`src/rtl/tpa_pkg.sv`:
```
`default_nettype none
// ----------------------------------------------------------------------------
// tpa_pkg
// Shared types, constants and helpers of the texture point address unit.
// ----------------------------------------------------------------------------
package tpa_pkg;

  localparam int unsigned FracBits  = 16;
  localparam int unsigned MaxDim    = 16384;
  localparam int unsigned CoordW    = 32;
  localparam int unsigned FracW     = FracBits + 1;   // holds [0, ONE]
  localparam int unsigned SizeW     = 15;
  localparam int unsigned IdxW      = 14;
  localparam int unsigned ProdW     = FracW + SizeW;
  localparam int unsigned ESizeW    = 5;
  localparam int unsigned LinW      = IdxW + SizeW + 1;
  localparam int unsigned OffW      = 32;
  localparam int unsigned ApbAddrW  = 5;
  localparam int unsigned ApbDataW  = 32;
  localparam int unsigned NumStages = 5;

  localparam logic [FracW-1:0] FracOne = FracW'(1) << FracBits;

  typedef enum logic [1:0] {
    MODE_WRAP   = 2'd0,
    MODE_MIRROR = 2'd1,
    MODE_CLAMP  = 2'd2,
    MODE_BORDER = 2'd3
  } tpa_mode_e;

  typedef enum logic [2:0] {
    REG_MODE_U   = 3'd0,
    REG_MODE_V   = 3'd1,
    REG_WIDTH    = 3'd2,
    REG_HEIGHT   = 3'd3,
    REG_PITCH    = 3'd4,
    REG_ELEMSIZE = 3'd5
  } tpa_reg_e;

  typedef struct packed {
    tpa_mode_e          mode_u;
    tpa_mode_e          mode_v;
    logic [SizeW-1:0]   size_u;     // effective width, 1..MaxDim
    logic [SizeW-1:0]   size_v;     // effective height, 1..MaxDim
    logic [SizeW-1:0]   row_pitch;
    logic [ESizeW-1:0]  elem_size;
  } tpa_cfg_t;

  // zero counts as one, anything above the largest texture as the largest
  function automatic logic [SizeW-1:0] eff_size(input logic [SizeW-1:0] raw);
    logic [SizeW-1:0] res;
    if (raw == '0) begin
      res = SizeW'(1);
    end else if (raw > SizeW'(MaxDim)) begin
      res = SizeW'(MaxDim);
    end else begin
      res = raw;
    end
    return res;
  endfunction

endpackage : tpa_pkg
`default_nettype wire

```
`src/rtl/tpa_if.sv`:
```
`default_nettype none
// ----------------------------------------------------------------------------
// tpa_coord_if / tpa_addr_if
// Valid/ready channels carrying coordinate pairs in and texel addresses out.
// ----------------------------------------------------------------------------
interface tpa_coord_if;
  logic               valid;
  logic               ready;
  logic signed [31:0] coord_u;
  logic signed [31:0] coord_v;

  modport source (output valid, coord_u, coord_v, input ready);
  modport sink   (input valid, coord_u, coord_v, output ready);
endinterface : tpa_coord_if

interface tpa_addr_if;
  logic        valid;
  logic        ready;
  logic [31:0] byte_offset;
  logic [13:0] texel_x;
  logic [13:0] texel_y;
  logic        out_of_bounds;

  modport source (output valid, byte_offset, texel_x, texel_y, out_of_bounds,
                  input ready);
  modport sink   (input valid, byte_offset, texel_x, texel_y, out_of_bounds,
                  output ready);
endinterface : tpa_addr_if
`default_nettype wire

```
`src/rtl/tpa_cfg.sv`:
```
`default_nettype none
// ----------------------------------------------------------------------------
// tpa_cfg
// APB register file: address modes, texture size, row pitch, element size.
// ----------------------------------------------------------------------------
module tpa_cfg
  import tpa_pkg::*;
(
  input  wire logic                clk_i,
  input  wire logic                rst_ni,
  input  wire logic                psel,
  input  wire logic                penable,
  input  wire logic                pwrite,
  input  wire logic [ApbAddrW-1:0] paddr,
  input  wire logic [ApbDataW-1:0] pwdata,
  output logic      [ApbDataW-1:0] prdata,
  output logic                     pready,
  output tpa_cfg_t                 cfg_o
);

  tpa_mode_e         mode_u_q, mode_v_q;
  logic [SizeW-1:0]  width_q, height_q, pitch_q;
  logic [ESizeW-1:0] esize_q;
  logic              wr_en;
  tpa_reg_e          sel;

  assign pready = 1'b1;
  assign wr_en  = psel & penable & pwrite;
  assign sel    = tpa_reg_e'(paddr[ApbAddrW-1:2]);

  always_ff @(posedge clk_i or negedge rst_ni) begin
    if (!rst_ni) begin
      mode_u_q <= MODE_WRAP;
      mode_v_q <= MODE_WRAP;
      width_q  <= SizeW'(1);
      height_q <= SizeW'(1);
      pitch_q  <= SizeW'(1);
      esize_q  <= ESizeW'(4);
    end else if (wr_en) begin
      case (sel)
        REG_MODE_U:   mode_u_q <= tpa_mode_e'(pwdata[1:0]);
        REG_MODE_V:   mode_v_q <= tpa_mode_e'(pwdata[1:0]);
        REG_WIDTH:    width_q  <= pwdata[SizeW-1:0];
        REG_HEIGHT:   height_q <= pwdata[SizeW-1:0];
        REG_PITCH:    pitch_q  <= pwdata[SizeW-1:0];
        REG_ELEMSIZE: esize_q  <= pwdata[ESizeW-1:0];
        default: ;
      endcase
    end
  end

  always_comb begin
    prdata = '0;
    case (sel)
      REG_MODE_U:   prdata = ApbDataW'(mode_u_q);
      REG_MODE_V:   prdata = ApbDataW'(mode_v_q);
      REG_WIDTH:    prdata = ApbDataW'(width_q);
      REG_HEIGHT:   prdata = ApbDataW'(height_q);
      REG_PITCH:    prdata = ApbDataW'(pitch_q);
      REG_ELEMSIZE: prdata = ApbDataW'(esize_q);
      default:      prdata = '0;
    endcase
  end

  always_comb begin
    cfg_o.mode_u    = mode_u_q;
    cfg_o.mode_v    = mode_v_q;
    cfg_o.size_u    = eff_size(width_q);
    cfg_o.size_v    = eff_size(height_q);
    cfg_o.row_pitch = pitch_q;
    cfg_o.elem_size = esize_q;
  end

endmodule : tpa_cfg
`default_nettype wire

```
`src/rtl/tpa_fold.sv`:
```
`default_nettype none
// ----------------------------------------------------------------------------
// tpa_fold
// Folds one signed fixed-point coordinate into a fraction in [0, ONE].
// ----------------------------------------------------------------------------
module tpa_fold
  import tpa_pkg::*;
(
  input  tpa_mode_e                 mode_i,
  input  wire logic signed [CoordW-1:0] coord_i,
  output logic [FracW-1:0]          frac_o,
  output logic                      oob_o
);

  logic [CoordW-1:0] mag;
  logic [FracW-1:0]  tri_t;
  logic              neg, over;

  assign neg  = coord_i[CoordW-1];
  assign over = !neg && (coord_i[CoordW-2:FracBits] != '0);
  // only the low bits of |c| matter for the period-two reflection
  assign mag   = neg ? (~coord_i + CoordW'(1)) : coord_i;
  assign tri_t = mag[FracW-1:0];

  always_comb begin
    frac_o = '0;
    oob_o  = 1'b0;
    case (mode_i)
      MODE_WRAP:   frac_o = {1'b0, coord_i[FracBits-1:0]};
      MODE_MIRROR: frac_o = (tri_t > FracOne) ? (FracW'(FracOne << 1) - tri_t) : tri_t;
      MODE_CLAMP, MODE_BORDER: begin
        if (neg) begin
          frac_o = '0;
        end else if (over) begin
          frac_o = FracOne - FracW'(1);
        end else begin
          frac_o = {1'b0, coord_i[FracBits-1:0]};
        end
        oob_o = (mode_i == MODE_BORDER) && (neg || over);
      end
      default: frac_o = '0;
    endcase
  end

endmodule : tpa_fold
`default_nettype wire

```
`src/rtl/texture_point_address_unit.sv`:
```
`default_nettype none
// ----------------------------------------------------------------------------
// texture_point_address_unit
// Point-sampling texture address unit: fold, scale, floor, byte offset.
// ----------------------------------------------------------------------------
// Takes one coordinate pair and returns its texel column, row, border flag
// and byte offset per clock while not stalled by back-pressure. The five
// stages are: fold by address mode, scale by texel size (17x15 multiply per
// axis), floor and limit to size-1, row times pitch plus column, times element
// size. Back-pressure stalls each stage only while it holds an item, so
// bubbles are squeezed out. Registers are to be written over the APB port while
// no transaction is in flight; the user must keep to it, the unit does not.
// ----------------------------------------------------------------------------
module texture_point_address_unit
  import tpa_pkg::*;
(
  input  wire logic                clk_i,
  input  wire logic                rst_ni,
  tpa_coord_if.sink                coord_i,
  tpa_addr_if.source               result_o,
  input  wire logic                psel,
  input  wire logic                penable,
  input  wire logic                pwrite,
  input  wire logic [ApbAddrW-1:0] paddr,
  input  wire logic [ApbDataW-1:0] pwdata,
  output logic      [ApbDataW-1:0] prdata,
  output logic                     pready
);

  tpa_cfg_t cfg;

  tpa_cfg u_cfg (
    .clk_i,
    .rst_ni,
    .psel,
    .penable,
    .pwrite,
    .paddr,
    .pwdata,
    .prdata,
    .pready,
    .cfg_o (cfg)
  );

  logic [FracW-1:0] fu, fv;
  logic             oob_u, oob_v;

  tpa_fold u_fold_u (.mode_i(cfg.mode_u), .coord_i(coord_i.coord_u),
                     .frac_o(fu), .oob_o(oob_u));
  tpa_fold u_fold_v (.mode_i(cfg.mode_v), .coord_i(coord_i.coord_v),
                     .frac_o(fv), .oob_o(oob_v));

  // stage control
  logic [NumStages-1:0] valid_q;
  logic [NumStages-1:0] en;

  always_comb begin
    en[NumStages-1] = !valid_q[NumStages-1] || result_o.ready;
    for (int k = NumStages - 2; k >= 0; k--) begin
      en[k] = !valid_q[k] || en[k+1];
    end
  end

  assign coord_i.ready = en[0];

  always_ff @(posedge clk_i or negedge rst_ni) begin
    if (!rst_ni) begin
      valid_q <= '0;
    end else begin
      if (en[0]) valid_q[0] <= coord_i.valid;
      for (int k = 1; k < NumStages; k++) begin
        if (en[k]) valid_q[k] <= valid_q[k-1];
      end
    end
  end

  // payload
  logic [FracW-1:0] s1_fu_q, s1_fv_q;
  logic             s1_oob_q, s2_oob_q, s3_oob_q, s4_oob_q, s5_oob_q;
  logic [ProdW-1:0] s2_pu_q, s2_pv_q;
  logic [IdxW-1:0]  s3_x_q, s3_y_q, s4_x_q, s4_y_q, s5_x_q, s5_y_q;
  logic [LinW-1:0]  s4_lin_q;
  logic [OffW-1:0]  s5_off_q;

  logic [ProdW-FracBits-1:0] idx_u, idx_v;
  logic [IdxW-1:0]           lim_u, lim_v, x_d, y_d;
  logic [LinW-1:0]           lin_d;
  logic [LinW+ESizeW-1:0]    off_full;

  assign idx_u = s2_pu_q[ProdW-1:FracBits];
  assign idx_v = s2_pv_q[ProdW-1:FracBits];
  assign lim_u = IdxW'(cfg.size_u - SizeW'(1));
  assign lim_v = IdxW'(cfg.size_v - SizeW'(1));
  // mirror edge at exactly one lands on texel size; pull it back inside
  assign x_d = (idx_u > (ProdW-FracBits)'(lim_u)) ? lim_u : idx_u[IdxW-1:0];
  assign y_d = (idx_v > (ProdW-FracBits)'(lim_v)) ? lim_v : idx_v[IdxW-1:0];

  assign lin_d    = LinW'(s3_y_q) * LinW'(cfg.row_pitch) + LinW'(s3_x_q);
  assign off_full = s4_lin_q * cfg.elem_size;

  always_ff @(posedge clk_i) begin
    if (en[0]) begin
      s1_fu_q  <= fu;
      s1_fv_q  <= fv;
      s1_oob_q <= oob_u | oob_v;
    end
    if (en[1]) begin
      s2_pu_q  <= s1_fu_q * cfg.size_u;
      s2_pv_q  <= s1_fv_q * cfg.size_v;
      s2_oob_q <= s1_oob_q;
    end
    if (en[2]) begin
      s3_x_q   <= x_d;
      s3_y_q   <= y_d;
      s3_oob_q <= s2_oob_q;
    end
    if (en[3]) begin
      s4_lin_q <= lin_d;
      s4_x_q   <= s3_x_q;
      s4_y_q   <= s3_y_q;
      s4_oob_q <= s3_oob_q;
    end
    if (en[4]) begin
      s5_off_q <= off_full[OffW-1:0];
      s5_x_q   <= s4_x_q;
      s5_y_q   <= s4_y_q;
      s5_oob_q <= s4_oob_q;
    end
  end

  assign result_o.valid         = valid_q[NumStages-1];
  assign result_o.byte_offset   = s5_off_q;
  assign result_o.texel_x       = s5_x_q;
  assign result_o.texel_y       = s5_y_q;
  assign result_o.out_of_bounds = s5_oob_q;

endmodule : texture_point_address_unit
`default_nettype wire

```
`src/flat_wrapper.sv`:
```
// flat-port wrapper written by rule: the top's interface ports become plain ports
module texture_point_address_unit_flat import tpa_pkg::*;
  (clk_i, rst_ni, psel, penable, pwrite, paddr, pwdata, prdata, pready, coord_i_valid, coord_i_coord_u, coord_i_coord_v, coord_i_ready, result_o_valid, result_o_byte_offset, result_o_texel_x, result_o_texel_y, result_o_out_of_bounds, result_o_ready);
  tpa_coord_if coord_i_i ();
  tpa_addr_if result_o_i ();
  input  wire logic clk_i;
  input  wire logic rst_ni;
  input  wire logic psel;
  input  wire logic penable;
  input  wire logic pwrite;
  input  wire logic [ApbAddrW-1:0] paddr;
  input  wire logic [ApbDataW-1:0] pwdata;
  output logic      [ApbDataW-1:0] prdata;
  output logic pready;
  input wire logic [$bits(coord_i_i.valid)-1:0] coord_i_valid;
  input wire logic [$bits(coord_i_i.coord_u)-1:0] coord_i_coord_u;
  input wire logic [$bits(coord_i_i.coord_v)-1:0] coord_i_coord_v;
  output wire logic [$bits(coord_i_i.ready)-1:0] coord_i_ready;
  output wire logic [$bits(result_o_i.valid)-1:0] result_o_valid;
  output wire logic [$bits(result_o_i.byte_offset)-1:0] result_o_byte_offset;
  output wire logic [$bits(result_o_i.texel_x)-1:0] result_o_texel_x;
  output wire logic [$bits(result_o_i.texel_y)-1:0] result_o_texel_y;
  output wire logic [$bits(result_o_i.out_of_bounds)-1:0] result_o_out_of_bounds;
  input wire logic [$bits(result_o_i.ready)-1:0] result_o_ready;
  assign coord_i_i.valid = coord_i_valid;
  assign coord_i_i.coord_u = coord_i_coord_u;
  assign coord_i_i.coord_v = coord_i_coord_v;
  assign coord_i_ready = coord_i_i.ready;
  assign result_o_valid = result_o_i.valid;
  assign result_o_byte_offset = result_o_i.byte_offset;
  assign result_o_texel_x = result_o_i.texel_x;
  assign result_o_texel_y = result_o_i.texel_y;
  assign result_o_out_of_bounds = result_o_i.out_of_bounds;
  assign result_o_i.ready = result_o_ready;
  texture_point_address_unit u_core (.clk_i(clk_i), .rst_ni(rst_ni), .coord_i(coord_i_i), .result_o(result_o_i), .psel(psel), .penable(penable), .pwrite(pwrite), .paddr(paddr), .pwdata(pwdata), .prdata(prdata), .pready(pready));
endmodule
```
`config.mk`:
```
export PLATFORM = sky130hd
export DESIGN_NAME = texture_point_address_unit_flat
export DESIGN_NICKNAME = d
export VERILOG_FILES = /design/src/rtl/tpa_pkg.sv /design/src/rtl/tpa_if.sv /design/src/rtl/tpa_cfg.sv /design/src/rtl/tpa_fold.sv /design/src/rtl/texture_point_address_unit.sv /design/src/flat_wrapper.sv
export SDC_FILE = /design/constraint.sdc
export NUM_CORES = 2
export LEC_CHECK = 0
export BUFFER_PORTS_ARGS = -buffer_cell sky130_fd_sc_hd__buf_2
export CORE_MARGIN = 4
export CORE_UTILIZATION = 40
export DETAILED_ROUTE_END_ITERATION = 12
export GPL_ROUTABILITY_DRIVEN = 0
export HOLD_SLACK_MARGIN = 0.1
export PLACE_DENSITY_LB_ADDON = 0.2
export SLEW_MARGIN = 20
export SYNTH_ARGS = -nofsm -noshare
export SYNTH_HDL_FRONTEND = slang
export SYNTH_SLANG_ARGS = --single-unit
```
`constraint.sdc`:
```
create_clock -name clk_i -period 19.29 [get_ports clk_i]
set_clock_uncertainty 0.1 [all_clocks]
set_input_delay 0 -clock clk_i [delete_from_list [all_inputs] [get_ports clk_i]]
set_output_delay 0 -clock clk_i [all_outputs]
set_load 0.1 [all_outputs]
```
==> metrics.cfg <==
[status]
status=completed

[clocking]
cts.sinks=276
cts_setup_buffers=0
cts_root_buf=clkbuf_16
cts_max_level=2
cts_tree=yes
clk-insertion-delay-late_ns=0.56
cts_buffer_depth=3
cts_buffers=36
ctsResizeCount=0
postCtsHoldBufs=77
cts.clk_slew.worst_paths_ns=0.06

[worst_hold_path]
hp-class=input pin to flip-flop

[timing]
worst_pin_slew_ns=1.167
max_freq_mhz=118.0
fin_tns_setup_ns=0
finalSetupViolCount=0
rsz0062_at_grt=false
fin_crit_sh_pct=43.92
drv_slew=0
hold_violations=0
period_minus_slack_ns=8.472
slew_headroom_pct=21.82

[placed_design]
io_buffers=166
dp_cells=5498
hpwlAfterDp_um=77540
place_area_mm2=0.04244

[cells_and_area]
stdcell_count=5641
fin_area_mm2=0.04446
syn2layout_area_growth_pct=10.26
multi_input_area_mm2=0.02880
drive_gt1_share_pct=8.431
nets=5408
layout.area.seq_mm2=0.007999
nFillCells=9692

[grt]
grt_start_max_net_pins=62
grt_overflow=0
grt_pass1_wl_um=163200
antenna_found_initial=9
grtUsageTotal_pct=19.11
first_global_vias=29970

[logic_synthesis]
synth_fa_ha_area_share_pct=42.40
synth.avg_cell_area_um2=9.683
synth_edf_count=217
ys_seq_area_share_pct=19.84
muxShareOfSynthArea_pct=2.901
synthFlopType=edfxtp_1
yosys_warnings=0
synth_most_common_cell=inv_1
yosys-top-cells-count=751 x inv_1, 634 x fa_1, 513 x nand2_1
yosysTopAreaCell=fa_1
synth_area_leaders=fa_1 31%, edfxtp_1 16%, ha_1 11%, inv_1 7.0%, and2_1 6.5%
syn_area_mm2=0.04032
netlist.area_leader.share_pct=31.48
ys_types=73
synthXorXnorAreaFrac_pct=3.280
synth_top_family_by_area=adder cells
synth_compound_area_share_pct=6.377
synthArstFlopShare_pct=21.38
synth-simple-area-share_pct=16.18
postSynthCellCount=4164
synth-seq-cells=276

[routing]
dr.pass1.iters=7
ant_nets=0
wirelength_um=99600
wl_per_cell_um=17.66
avgViaCountPerCell=5.046
drtIter0Drc=1266
via_count=28460
drc=0

[critical_path]
critPathSlowestCell=or4_1
max_stage_delay_ns=0.59
critPathMaxFanout=20
cp_top_family=adder cells
critPathKind=flip-flop to flip-flop
worstPathRequired_ns=19.50
start_kind=flip-flop
critPathBufInv=4
cp-end-kind=flip-flop
path_common_cell=fa_1
crit_arrival_ns=8.68

[run]
cap_violations=0

[floorplanning]
placementRows=116
io_pins=204
start_util_pct=40.32
dieArea_mm2=0.1059
core_area_mm2=0.1000
fp.dieH_um=325.5
fp.dieW_um=325.5

-- cell type report --
class / count / share of cell area (%)
antenna: 2 / 0.01126
clock buffer: 42 / 2.218
clock inverter: 22 / 0.5657
inverter: 751 / 6.341
multi-input combinational: 2958 / 64.79
sequential: 276 / 17.99
tap: 1298 / 3.653
timing repair buffer: 292 / 4.430
-- tightest hold or removal path, cell delays in order --
cell and delay, ns:
buf_2 0.08, nor4_1 0.04, a41oi_1 0.16, buf_4 0.19, a21oi_1 0.08, o22ai_1 0.12
-- placed cells by master, fill, tap and decap left out, types with 49 or more instances in the layout --
cell type	count
edfxtp_1	217
buf_2	166
buf_4	49
nor2_1	100
xnor2_1	93
dlygate4sd3_1	77
dfrtp_1	54
nor2b_1	56
mux2i_1	55
fa_1	634
a21oi_1	113
and2_1	419
nand2_1	511
ha_1	351
mux2_2	55
o21ai_0	101
xor2_1	58
inv_1	750
-- per-stage QoR --
| stage | hold slack, ns | util [%] | setup slack [ns] |
|---|---|---|---|
| after global routing | 0.1593 | 44.46 | 10.33 |
| final | 0.1137 | 44.46 | 10.82 |
| after CTS | 0.1072 | 44.45 | 10.85 |
| after floorplan | -0.3956 | - | 11.29 |
| after global placement | 0.1181 | 42.44 | 10.84 |
| after detailed placement | 0.1221 | 42.44 | 10.89 |
-- state kept, by name, summed over array words and instances (netlist names), 14 cells and up --
register,cells
u_core.s1_fv_q,17
u_core.u_cfg.height_q,15
u_core.u_cfg.width_q,15
u_core.s3_x_q,14
u_core.result_o.texel_x,14
u_core.s2_pv_q,16
u_core.s3_y_q,14
u_core.result_o.byte_offset,32
u_core.s4_lin_q,30
u_core.s4_x_q,14
u_core.s4_y_q,14
u_core.s2_pu_q,16
u_core.u_cfg.pitch_q,15
u_core.s1_fu_q,17
u_core.result_o.texel_y,14
-- worst paths after layout --
path | from | end | slack (ns) | cells after the start
setup / recovery | u_core.u_cfg.width_q[8]$_DFFE_PN0P_ | u_core.s2_pu_q[31]$_DFFE_PP_ | 10.82 | 26
hold / removal | coord_i_coord_u[23] | u_core.s1_oob_q$_DFFE_PP_ | 0.11 | 6
setup reg to reg | u_core.u_cfg.width_q[8]$_DFFE_PN0P_ | u_core.s2_pu_q[31]$_DFFE_PP_ | 10.82 | 26
hold reg to reg | u_core.s4_y_q[6]$_DFFE_PP_ | u_core.result_o.texel_y[6]$_DFFE_PP_ | 0.32 | 0
max in group asynchronous | rst_ni | u_core.u_cfg.esize_q[1]$_DFFE_PN0P_ | 17.91 | 4
min in group asynchronous | rst_ni | u_core.u_cfg.pitch_q[5]$_DFFE_PN0P_ | 0.59 | 4
-- metal layers --
layer | wire length, um | up-vias | track usage [%] | share of wire [%]
li1 | - | 13380 | - | -
met1 | 46360 | 14370 | 26.72 | 47
met2 | 45020 | 602 | 30.84 | 45
met3 | 6627 | 102 | 4.400 | 6.7
met4 | 1569 | 4 | 3.396 | 1.6
met5 | 23 | - | 0 | 0.023
-- kinds of logic after synthesis --
logic type	count (synthesis)
AND/OR/NAND/NOR	1290
adder cells (fa/ha/maj)	986
buffers and inverters	946
AO/OA/AOI/OAI	403
flip-flops	276
XOR/XNOR	151
multiplexers	110
other	2
Power is left out: the tool's default activity adds up to more than one toggle a clock period on the data nets, which glitch-free logic cannot reach.
